<file path="src/sv/spk128_pkg.sv">
`default_nettype none

package spk128_pkg;

  // Word width of the cipher and the rotation amounts of the round function.
  localparam int unsigned WordW = 64;
  localparam int unsigned RotX  = 8;
  localparam int unsigned RotY  = 3;

  // Configuration port geometry: 64-bit registers at byte addresses 8*i.
  localparam int unsigned CfgDataW = 64;
  localparam int unsigned CfgAddrW = 4;
  localparam int unsigned CfgSelBit = 3;

  // Register select codes, taken from the address bit above the word offset.
  localparam logic REG_KEY_K = 1'b0;
  localparam logic REG_KEY_L = 1'b1;

  typedef logic [WordW-1:0] word_t;

  // Everything one round needs: the data words and the key schedule words.
  typedef struct packed {
    word_t y;
    word_t x;
    word_t k;
    word_t l;
  } spk_state_t;

endpackage

`default_nettype wire

</file>
<file path="src/sv/spk128_round.sv">
`default_nettype none

module spk128_round #(
  parameter int unsigned ROUND_IDX = 0
) (
  input  wire                          clk_i,
  input  wire                          load_i,
  input  wire spk128_pkg::spk_state_t  state_i,
  output spk128_pkg::spk_state_t       state_o
);

  localparam int unsigned W = spk128_pkg::WordW;

  spk128_pkg::word_t     x_ror;
  spk128_pkg::word_t     y_rol;
  spk128_pkg::word_t     l_ror;
  spk128_pkg::word_t     k_rol;
  spk128_pkg::word_t     x_new;
  spk128_pkg::word_t     l_new;
  spk128_pkg::spk_state_t state_d;
  spk128_pkg::spk_state_t state_q;

  // Fixed rotations are plain wiring.
  assign x_ror = {state_i.x[spk128_pkg::RotX-1:0], state_i.x[W-1:spk128_pkg::RotX]};
  assign y_rol = {state_i.y[W-spk128_pkg::RotY-1:0], state_i.y[W-1:W-spk128_pkg::RotY]};
  assign l_ror = {state_i.l[spk128_pkg::RotX-1:0], state_i.l[W-1:spk128_pkg::RotX]};
  assign k_rol = {state_i.k[W-spk128_pkg::RotY-1:0], state_i.k[W-1:W-spk128_pkg::RotY]};

  // Data round uses the round key from before this round's schedule update.
  assign x_new = (x_ror + state_i.y) ^ state_i.k;
  assign l_new = (l_ror + state_i.k) ^ W'(ROUND_IDX);

  always_comb begin
    state_d.x = x_new;
    state_d.y = y_rol ^ x_new;
    state_d.l = l_new;
    state_d.k = k_rol ^ l_new;
  end

  // Payload register; the valid bit lives with the pipeline control.
  always_ff @(posedge clk_i) begin
    if (load_i) begin
      state_q <= state_d;
    end
  end

  assign state_o = state_q;

endmodule

`default_nettype wire

</file>
<file path="config.mk">
export PLATFORM = sky130hd
export DESIGN_NAME = spk128_round
export DESIGN_NICKNAME = d
export VERILOG_FILES = /design/src/sv/spk128_pkg.sv /design/src/sv/spk128_round.sv
export SDC_FILE = /design/constraint.sdc
export NUM_CORES = 1
export LEC_CHECK = 0
export ABC_CLOCK_PERIOD_IN_PS = 3800
export BUFFER_PORTS_ARGS = -buffer_cell sky130_fd_sc_hd__buf_2
export CORE_MARGIN = 2
export CORE_UTILIZATION = 40
export CTS_CLUSTER_DIAMETER = 30
export DETAILED_ROUTE_END_ITERATION = 6
export PLACE_DENSITY = 0.75
export SYNTH_ARGS = -nofsm -noshare
export SYNTH_HDL_FRONTEND = slang
export SYNTH_SLANG_ARGS = --single-unit
</file>
<file path="constraint.sdc">
create_clock -name clk_i -period 3.8 [get_ports clk_i]
set_clock_uncertainty 0.15 [all_clocks]
set_input_delay 0.38 -clock clk_i [delete_from_list [all_inputs] [get_ports clk_i]]
set_output_delay 0.38 -clock clk_i [all_outputs]
set_load 0.01 [all_outputs]
</file>
Word-level counts from Yosys, hierarchy flattened
Cells that the tools add are included.
Widths: inputs -> output; s select.
{"block": "word_totals", "regBits": 256}
{"block": "classes", "add_sub_neg": 2, "n_bitwise": 3}
{"op": "$xor 64x64->64", "n": 3}
{"op": "$add 64x64->64", "n": 2}

Logic depth before layout (Yosys ltp)
Gate-level depths: netlist of the first run.
{"block": "depth", "ltp_word": 3, "mapped_depth": 13, "mapped_depth_nobuf": 13}

Worst setup path before layout of the first run
Ideal clock, no wire load.
{"block": "synth_timing", "path_type": "input -> register", "start": "input port state_i[8] (netlist bit)", "end": "register state_q, in the netlist state_o[62] (data pin)", "setup_time_ns": 0.267, "t_arrival_ns": 2.967, "required_ns": 3.383, "slack_ns": 0.416, "cell_stages": 12, "path_buffers": 0, "cell_sequence": "ha_1 > fa_1 > a21o_1 > and4_1 > o311ai_2 > a31oi_1 > nor3_2 > o221ai_2 > a31o_2 > a221oi_2 > o21ai_1 > xor2_1"}
{"block": "synth_via", "elab_chain_len": 1}
{"element": "start: declaration", "line": "spk128_round.sv:8", "text": "input wire spk128_pkg::spk_state_t state_i,"}
{"element": "$add 64x64->64", "line": "spk128_round.sv:31", "text": "assign l_new = (l_ror + state_i.k) ^ W'(ROUND_IDX);"}
{"element": "net l_new[62]", "line": "spk128_round.sv:19", "text": "spk128_pkg::word_t l_new;"}
{"element": "end signal: assignment", "line": "spk128_round.sv:43", "text": "state_q <= state_d;"}
{"element": "end: declaration", "line": "spk128_round.sv:21", "text": "spk128_pkg::spk_state_t state_q;"}
The timed path passes the listed nets, and every way through them passes these cells.
A chain may end at the register's enable or synchronous reset.

==> summary.txt, run 1 <==
Number of synthesized register bits - 256
Yosys top cell area share - 44.9%
Antenna-violating nets left - 0
Count leader, synth - edfxtp_1
Worst vdd ir - 0.000353 V
Pre-CTS setup slack - -0.241 ns
Clk buf depth - 3
Met2 usage - 45.4%
Worst setup margin - 0.0572 ns
Final setup fails - 0
Post-synth EDFFs - 256
Cells taking the most area after synthesis - edfxtp_1 (45%), ha_1 (9.2%), xor2_1 (8.7%), xnor2_1 (7.5%), a21oi_1 (5.1%)
Post-DR vias/cell - 5.59
Mapped Avg Cell Area - 10.6 um2
CP Max Fanout - 4
Die H - 211 um
Startpoint types - primary input
Mapped Nets - 1998
CTS buffer count - 58
Global route overflow - 0
Status - complete, no violations
Post-synthesis to final-layout area growth - 39.1%
Root buffer cell - clkbuf_16
Antenna violations before repair - 16
Syn Inst Count - 1612
Met3 Usage GRT - 5.13%
Worst path bufs/invs - 3
Share of cells above drive strength 1 - 32.7%
CP Data Arrival Time - 3.90 ns
Average wire per standard cell - 21.8 um
CP max stage cell - dlygate4sd3_1
Final Critical Period - 3.74 ns
Data required, critical path - 3.95 ns
DP HPWL - 49800 um
Number of I/O pins - 514
Critical path capture point type - register
RePlAce Congestion - 0.985
Max cap viols - 0
Yosys top cell by area - edfxtp_1
Final setup TNS - 0 ns
Core ar. - 0.0421 mm2
Worst-path clk slew - 0.05 ns
HP Class - in2reg
Cell family with most CP delay - compound AO/OA/AOI/OAI gates
Mapped Area - 0.0171 mm2
Leakage - 0.0103 uW
Pwr per Cell Area - 534 mW/mm2
Tcrit/Tclk final - 98.5%
Worst path most repeated cell - xor2_1
Die Area - 0.0445 mm2
Part of the Yosys area used for sequential elements - 44.9%
Port Buffers - 513
Critical path class - in2reg
Hold Violations, Final - 0
RSZ-0062 raised after global routing - yes
H-tree lvl count - 2
DRC - 0
Clock Sink Count - 256
Vias in the first global route - 15900
Die Span X - 211 um
Drt pass-1 iters - 5
Fraction of synthesis flops using an asynchronous set or reset pin - 0%
Synth unique cells - 69
First-pass GRT wire length - 92200 um
Initial Util - 40.7%
Initial DRC Count - 1258
Max-slew violation count - 0
Row Count - 75
Via count - 16200
Max stage delay on crit path - 0.54 ns
Fmax - 0.267 GHz
Total Routing Usage GR - 27.1%
Measured slew at the worst slew-check pin - 0.731 ns
Layer with the highest usage - met2
Nets - 2685
Slew HR - 51.3%
Met1 Use GR - 34.4%
TritonCTS clock tree - yes
Final wirelength - 63100 um
Synth Flop Type - edfxtp_1
Max reg flops - 256
Synth warn - 0
Final Total Pwr - 12700 uW
Pin count of the biggest net entering global routing - 88
Commonest cells post-synth - edfxtp_1 (256), a21oi_1 (175), xor2_1 (171)
Final core occ - 56.6%
Critical-path cell list - dlygate4sd3_1, buf_2, ha_1, a211oi_1, o211ai_1, a21oi_1, o311ai_2, a311oi_2, o21ai_2, a211oi_4, buf_4, o21ai_1, xor2_1, xor2_1
==> cells in the final DEF (no fill, tap or decap), types with 15 or more instances in the layout <==
cell           netlist  routed
o21bai_1            34      32
buf_4                0     103
a21o_1              54      54
nor3_1              15      15
xor2_1             171     171
a21oi_1            175     174
edfxtp_1           256     256
nor2_1              75      75
nand3_1             21      21
nand2_1            113     113
dlygate4sd3_1        0      78
inv_1               40      40
ha_1               126     124
diode_2              0      16
nand4_1             53      53
o21ai_0             79      79
xnor2_1            146     145
clkbuf_16            0      59
buf_2                5     512
==> what timing repair did <==
| action | CTS | global route |
|---|---|---|
| endpoints found under the setup margin | 0 | 20 |
| hold endpoints to repair | 78 | 0 |
| resized for setup | 0 | 17 |
| hold buffers | 78 | 0 |
| buffers inserted | 0 | 1 |
==> metrics by stage <==
step / cell area [um2] / cells / hold slack [ns]
floorplan: 17100 / 1612 / 0.342
global placement: 20900 / 2699 / 0.562
finish: 23800 / 2901 / 0.0353
detailed placement: 20900 / 2699 / 0.565
global route: 23800 / 2898 / 0.0156
CTS: 23700 / 2884 / 0.000337
==> cell families (layout without fill, tap and decap cells) <==
logic type      Yosys count  in the layout  synth area share (%)
compound gates          469            469                  17.5
flops                   256            256                  44.9
simple gates            330            330                  9.16
xor+xnor                320            320                  16.6
buf+inv                 109            843                  2.48
other cells               0             16                     0
fa+ha+maj               128            128                  9.43
==> per-layer routing <==
metal | vias to the layer above | share of wire [%]
met5 | - | 0.019
met4 | 2 | 4.1
met3 | 167 | 7.7
met2 | 799 | 48
met1 | 7837 | 41
li1 | 7410 | -
==> cell type report <==
type | instances | area [um2]
Clock inverter | 46 | 520
Fill cell | 3547 | 18300
Inverter | 40 | 150
Multi-Input combinational cell | 1247 | 9110
Antenna cell | 16 | 40.0
Tap cell | 539 | 674
Sequential cell | 256 | 7690
Clock buffer | 61 | 1480
Timing Repair Buffer | 696 | 4170
==> worst paths after layout <==
kind   startpoint                     end  slack, ns  cells after the start
max   state_i[74]  state_o[125]$_DFFE_PP_       0.06                     14
min   state_i[69]   state_o[72]$_DFFE_PP_       0.04                      2
==> report_power, final <==
group	internal, uW	switching (uW)	total [uW]
combinational	1470	2120	3580
sequential	3880	160	4040
clock	3340	1750	5100
total	8690	4030	12700
No activity file was read; power rests on OpenSTA's default activity.
==> run 2, diff against run 1 <==
--- a/config.mk
+++ b/config.mk
@@ -8,10 +8,11 @@
 export ABC_CLOCK_PERIOD_IN_PS = 3800
 export BUFFER_PORTS_ARGS = -buffer_cell sky130_fd_sc_hd__buf_2
 export CORE_MARGIN = 2
-export CORE_UTILIZATION = 40
+export CORE_UTILIZATION = 45
+export CTS_BUF_LIST = sky130_fd_sc_hd__clkbuf_8
 export CTS_CLUSTER_DIAMETER = 30
 export DETAILED_ROUTE_END_ITERATION = 6
-export PLACE_DENSITY = 0.75
+export PLACE_DENSITY = 0.81
 export SYNTH_ARGS = -nofsm -noshare
 export SYNTH_HDL_FRONTEND = slang
 export SYNTH_SLANG_ARGS = --single-unit
==> run 2 against run 1 <==
Critical path depth is the same. Non-clock buffer count up 11. Cell area is 3.2% lower. Largest power group is now sequential cells. Die area down 11%. Maximum frequency fell by 0.89%.
==> summary.txt, run 2 (same netlist as run 1, synthesis figures left out) <==
Status - complete, no violations
Clk buf depth - 3 (unchanged)
H-tree lvl count - 2 (unchanged)
Antenna-violating nets left - 0 (unchanged)
Worst-path clk slew - 0.06 ns (about the same)
Sequential Power Share - 38.1% (+6.3 points)
Worst vdd ir - 0.000326 V (-7.5%)
Final Critical Period - 3.78 ns (+0.0336 ns)
Clock Sink Count - 256 (unchanged)
Global route overflow - 0 (unchanged)
Worst path bufs/invs - 3 (unchanged)
CP Max Fanout - 7 (+3)
Average wire per standard cell - 21.8 um (about the same)
RSZ-0062 raised after global routing - no
Hold Violations, Final - 0 (unchanged)
Leading cell types in the layout, fill and taps excluded - buf_2 (512), edfxtp_1 (256), a21oi_1 (175)
Worst setup path endpoint - state_o[255]$_DFFE_PP_
Inst Count DP - 2648 (-1.9%)
Measured slew at the worst slew-check pin - 0.698 ns (-0.0327 ns)
Final setup TNS - 0 ns (unchanged)
Die H - 199 um (-5.6%)
Share of cells above drive strength 1 - 30.8% (-2.0 points)
Startpoint types - primary input
Tcrit/Tclk final - 99.4% (+0.88 points)
Max cap viols - 0 (unchanged)
Post-DR vias/cell - 5.67 (+1.4%)
Final setup fails - 0 (unchanged)
Pwr per Cell Area - 460 mW/mm2 (-14%)
HP Class - in2reg
Max-slew violation count - 0 (unchanged)
Max reg flops - 256 (unchanged)
Number of I/O pins - 514 (unchanged)
Worst path most repeated cell - xor2_1
NetSw - 3660 uW (-9.2%)
Crit path depth - 14 (unchanged)
RePlAce Congestion - 0.995 (+1.0%)
CP Data Arrival Time - 3.99 ns (+0.09 ns)
Drt pass-1 iters - 6 (+1)
Via count - 16300 (+0.65%)
Crit. Startpoint - state_i[201]
Vias in the first global route - 16300 (+2.3%)
Nets - 2694 (+0.34%)
Hold slack - 0.0182 ns (-0.0171 ns)
Pin count of the biggest net entering global routing - 85 (-3.4%)
DRC - 0 (unchanged)
Leakage - 0.00995 uW (-3.5%)
Core ar. - 0.0376 mm2 (-11%)
Die Area - 0.0397 mm2 (-11%)
First-pass GRT wire length - 90700 um (-1.6%)
Row Count - 71 (-5.3%)
Final std cells w/o fill - 2880 (-0.72%)
Max stage delay on crit path - 0.54 ns (about the same)
Final wirelength - 62700 um (-0.66%)
Initial DRC Count - 1580 (+26%)
Cell family with most CP delay - compound AO/OA/AOI/OAI gates
CP max stage cell - dlygate4sd3_1
Critical-path cell list - dlygate4sd3_1, buf_2, ha_2, nand2_1, nor2_1, o2111ai_1, a21oi_2, o41ai_2, buf_4, a211o_2, o21ai_4, a311oi_2, xor2_1, xor2_1
CTS buffer count - 56 (-3.4%)
Commonest non-fill, non-tap cell in the layout - buf_2
Antenna violations before repair - 17 (+1)
Data required, critical path - 4.02 ns (+0.07 ns)
Post-synthesis to final-layout area growth - 34.7%
Critical path capture point type - register
P_int - 6960 uW (-20%)
DP HPWL - 48700 um (-2.2%)
Die Span X - 199 um (-5.6%)
TritonCTS clock tree - yes
Logic pwr share - 33.7% (+5.6 points)
Total Routing Usage GR - 30.3% (+3.2 points)
Clock power frac - 28.2% (-12 points)
Fmax - 0.265 GHz (-0.89%)
Slew HR - 53.4% (+2.2 points)
Port Buffers - 513 (unchanged)
Switching Fraction - 34.4% (+2.8 points)
Root buffer cell - clkbuf_8
Initial Util - 45.6% (+4.9 points)
Critical path class - in2reg
-- run 2: cell types whose count changed in the layout (fill, tap and decap cells not counted), moves of 7 or more --
cell           previous run  this run
buf_4                   103        80
clkinv_2                  3        10
dlygate4sd3_1            78       112
inv_6                    11         0
clkbuf_16                59         0
inv_1                    40        47
clkbuf_8                  0        57
-- run 2: worst min-delay path by stage --
stage,startpoint,to,cells after the start
finish,state_i[87],state_o[90]$_DFFE_PP_,2
global route,state_i[87],state_o[90]$_DFFE_PP_,2
CTS,state_i[87],state_o[90]$_DFFE_PP_,2
detailed placement,state_i[223],state_o[226]$_DFFE_PP_,2
global placement,state_i[202],state_o[205]$_DFFE_PP_,2
floorplan,load_i,state_o[0]$_DFFE_PP_,0
-- run 2: power by group through the flow --
stage	Clock, uW	Sequential, uW	Combinational [uW]
2_1_floorplan	0	4370	1600
3_3_place_gp	0	4070	3300
3_5_place_dp	0	4080	3360
4_1_cts	3000	4030	3480
5_1_grt	3150	4090	3820
6_report	3000	4040	3580
-- run 2: cell type report --
| type | count | area (um2) |
|---|---|---|
| multi-input combinational | 1247 | 9100 |
| sequential | 256 | 7690 |
| antenna | 17 | 42.5 |
| clock buffer | 57 | 785 |
| fill | 3021 | 14500 |
| clock inverter | 45 | 328 |
| tap | 511 | 639 |
| timing repair buffer | 707 | 4340 |
| inverter | 40 | 150 |
-- run 2: what timing repair did --
| item | CTS | global route |
|---|---|---|
| hold buffers | 112 | 0 |
| hold endpoints to repair | 112 | 0 |
| setup buffers | 0 | 1 |
| setup endpoints to repair | 0 | 16 |
| gates resized for setup | 0 | 13 |
-- run 2: metal layers --
metal | up-vias | track usage, % | routed length (um)
li1 | 7398 | - | -
met1 | 7668 | 35.8 | 23300
met2 | 1007 | 50.2 | 29400
met3 | 243 | 8.00 | 6130
met4 | 4 | 16.9 | 3840
met5 | - | 0 | 26
-- run 2: metrics by stage --
step | total power (uW) | utilization [%] | cell area (um2) | setup WS, ns
6_report | 10600 | 61.4 | 23100 | 0.0236
3_5_place_dp | 7440 | 55.1 | 20700 | -0.172
5_1_grt | 11100 | 61.4 | 23100 | 0.00456
4_1_cts | 10500 | 61.1 | 22900 | 0.0943
2_1_floorplan | 5970 | - | 17100 | 0.416
3_3_place_gp | 7360 | 55.1 | 20700 | -0.121
==> run 3, diff against run 2 <==
--- a/config.mk
+++ b/config.mk
@@ -7,6 +7,7 @@
 export LEC_CHECK = 0
 export ABC_CLOCK_PERIOD_IN_PS = 3800
 export BUFFER_PORTS_ARGS = -buffer_cell sky130_fd_sc_hd__buf_2
+export CAP_MARGIN = 20
 export CORE_MARGIN = 2
 export CORE_UTILIZATION = 45
 export CTS_BUF_LIST = sky130_fd_sc_hd__clkbuf_8
==> constraint.sdc (replaced) <==
create_clock -name clk_i -period 3.8 [get_ports clk_i]
set_clock_uncertainty 0.15 [all_clocks]
set_input_delay 0 -clock clk_i [delete_from_list [all_inputs] [get_ports clk_i]]
set_output_delay 0 -clock clk_i [all_outputs]
set_load 0.01 [all_outputs]
==> run 3 against run 2 <==
The run now ends with setup timing left. Power grew 12%. Sequential cell count is the same. Worst hold slack lost 0.0018 ns. Cell count grew 5.9%. Global-route usage grew 3.5 points. Utilization grew 6.1 points. Sequential share of layout area shrank 3.0 points. Largest power group is now combinational logic. Highest routed layer unchanged.
==> summary.txt, run 3 (same netlist as run 1, synthesis figures left out) <==
Initial Util - 45.6% (unchanged)
Port Buffers - 513 (unchanged)
Final setup fails - 2 (+2)
Post-synthesis to final-layout area growth - 47.9%
P_int - 7940 uW (+14%)
Met1 WL - 24900 um (+6.9%)
Status - finished, violations left
Clk buf depth - 3 (unchanged)
Number of I/O pins - 514 (unchanged)
Max cap viols - 0 (unchanged)
Total Routing Usage GR - 33.8% (+3.5 points)
HP Class - in2reg
Max reg flops - 256 (unchanged)
Logic pwr share - 36.2% (+2.5 points)
Violated checks - setup timing
Commonest non-fill, non-tap cell in the layout - buf_2
Worst-path clk slew - 0.07 ns (about the same)
Worst vdd ir - 0.000430 V (+32%)
Nets - 2878 (+6.8%)
TritonCTS clock tree - yes
Row Count - 71 (unchanged)
Filler cells - 2616 (-13%)
Critical path class - in2reg
Hold Violations, Final - 0 (unchanged)
Routed wl met3 - 6870 um (+12%)
Post-DR vias/cell - 5.84 (+3.0%)
Final core occ - 67.5% (+6.1 points)
DRC - 0 (unchanged)
Met2 wire len - 33600 um (+14%)
Share of cells above drive strength 1 - 27.6% (-3.2 points)
Post-route cell area - 0.0253 mm2 (+9.9%)
Vias in the first global route - 18000 (+11%)
Max-slew violation count - 0 (unchanged)
Via count - 17800 (+9.1%)
Die Area - 0.0397 mm2 (unchanged)
Clock Sink Count - 256 (unchanged)
Crit. Startpoint - state_i[202]
Top sig layer - met5
Placed Area - 0.0202 mm2 (-2.3%)
Final wirelength - 70100 um (+12%)
Antenna-violating nets left - 0 (unchanged)
Drt pass-1 iters - 6 (unchanged)
Tcrit/Tclk final - 101% (+1.7 points)
Core ar. - 0.0376 mm2 (unchanged)
Root buffer cell - clkbuf_8
Pin count of the biggest net entering global routing - 120 (+41%)
Sequential Power Share - 34.2% (-3.9 points)
Critical hold path startpoint - state_i[158]
Average wire per standard cell - 23.0 um (+5.6%)
RSZ-0062 raised after global routing - yes
Final setup TNS - -0.0699 ns (-0.0699 ns)
Data required, critical path - 4.07 ns (+0.05 ns)
Die H - 199 um (unchanged)
Measured slew at the worst slew-check pin - 1.00 ns (+0.306 ns)
Slew HR - 33.0% (-20 points)
Antenna violations before repair - 4 (-13)
NetSw - 3960 uW (+8.3%)
Final Critical Period - 3.84 ns (+0.0664 ns)
Fmax - 0.260 GHz (-1.7%)
CP Max Fanout - 6 (-1)
Worst setup margin - -0.0428 ns (-0.0664 ns)
Clock power frac - 29.6% (+1.4 points)
DP HPWL - 48300 um (-0.98%)
RePlAce Congestion - 1.02 (+2.9%)
Global route overflow - 0 (unchanged)
Leading cell types in the layout, fill and taps excluded - buf_2 (512), dlygate4sd3_1 (352), edfxtp_1 (256)
Initial DRC Count - 1682 (+6.5%)
Startpoint types - primary input
Switching Fraction - 33.3% (-1.2 points)
Critical path capture point type - register
Die Span X - 199 um (unchanged)
Pwr per Cell Area - 470 mW/mm2 (+2.1%)
CP Data Arrival Time - 4.11 ns (+0.12 ns)
Leakage - 0.0108 uW (+8.8%)
First-pass GRT wire length - 102000 um (+12%)
H-tree lvl count - 2 (unchanged)
CTS buffer count - 57 (+1.8%)
run 3: cell count changes in the layout (fill, tap and decap cells not counted), sizes merged:
cell	change
bufinv	+7
clkinvlp	-5
diode	-12
clkinv	-9
dlygate4sd3	+240
clkbuf	+1
inv	+5
buf	-57
run 3: power by group through the flow:
stage                     Combinational [uW]  Sequential, uW  Clock (uW)
after floorplan                         1600            4370           0
after global placement                  3190            4080           0
after detailed placement                3250            4100           0
after CTS                               4000            4050        3490
after global routing                    4540            4110        3680
final                                   4310            4080        3520
run 3: worst max-delay path, cell delays in order:
cell and delay (ns):
dlygate4sd3_1 0.54, buf_2 0.15, ha_1 0.31, buf_4 0.17
nand3_1 0.14, a2111o_1 0.52, o31a_1 0.38, o31a_1 0.46
o21ai_4 0.33, a31oi_4 0.16, xnor2_2 0.19, xor2_1 0.17
dlygate4sd3_1 0.59
run 3: cell type report:
| cell class | instances | area (um2) | share of cell area (%) |
|---|---|---|---|
| Sequential cell | 256 | 7690 | 30.3 |
| Clock inverter | 43 | 478 | 1.89 |
| Multi-Input combinational cell | 1247 | 9280 | 36.6 |
| Inverter | 40 | 150 | 0.592 |
| Timing Repair Buffer | 890 | 6300 | 24.9 |
| Antenna cell | 5 | 12.5 | 0.0494 |
| Clock buffer | 58 | 798 | 3.15 |
| Tap cell | 511 | 639 | 2.52 |
run 3: timing repair:
| item | CTS | global route |
|---|---|---|
| endpoints found under the setup margin | 0 | 30 |
| hold buffers | 352 | 0 |
| hold endpoints to repair | 368 | 0 |
| buffers inserted | 0 | 7 |
| resized for setup | 0 | 55 |
run 3: final timing paths:
| kind | slack [ns] | end | cells after the start |
|---|---|---|---|
| setup / recovery | -0.04 | state_o[245]$_DFFE_PP_ | 13 |
| hold / removal | 0.02 | state_o[150]$_DFFE_PP_ | 4 |
run 3: routing by layer:
| layer | global-route usage (%) | vias to the layer above |
|---|---|---|
| met5 | 0 | - |
| met3 | 8.52 | 389 |
| met1 | 38.9 | 8346 |
| li1 | - | 7742 |
| met2 | 56.6 | 1321 |
| met4 | 21.1 | 2 |
run 3: metrics by stage:
| stage | std cells | worst slack (ns) | hold WS, ns | total power [uW] |
|---|---|---|---|---|
| global placement | 2585 | 0.176 | 0.177 | 7270 |
| floorplan | 1612 | 0.796 | -0.0375 | 5970 |
| finish | 3050 | -0.0428 | 0.0164 | 11900 |
| detailed placement | 2585 | 0.104 | 0.182 | 7350 |
| CTS | 3038 | 0.00526 | 0.00186 | 11500 |
| global route | 3048 | -0.0970 | 0.0276 | 12300 |
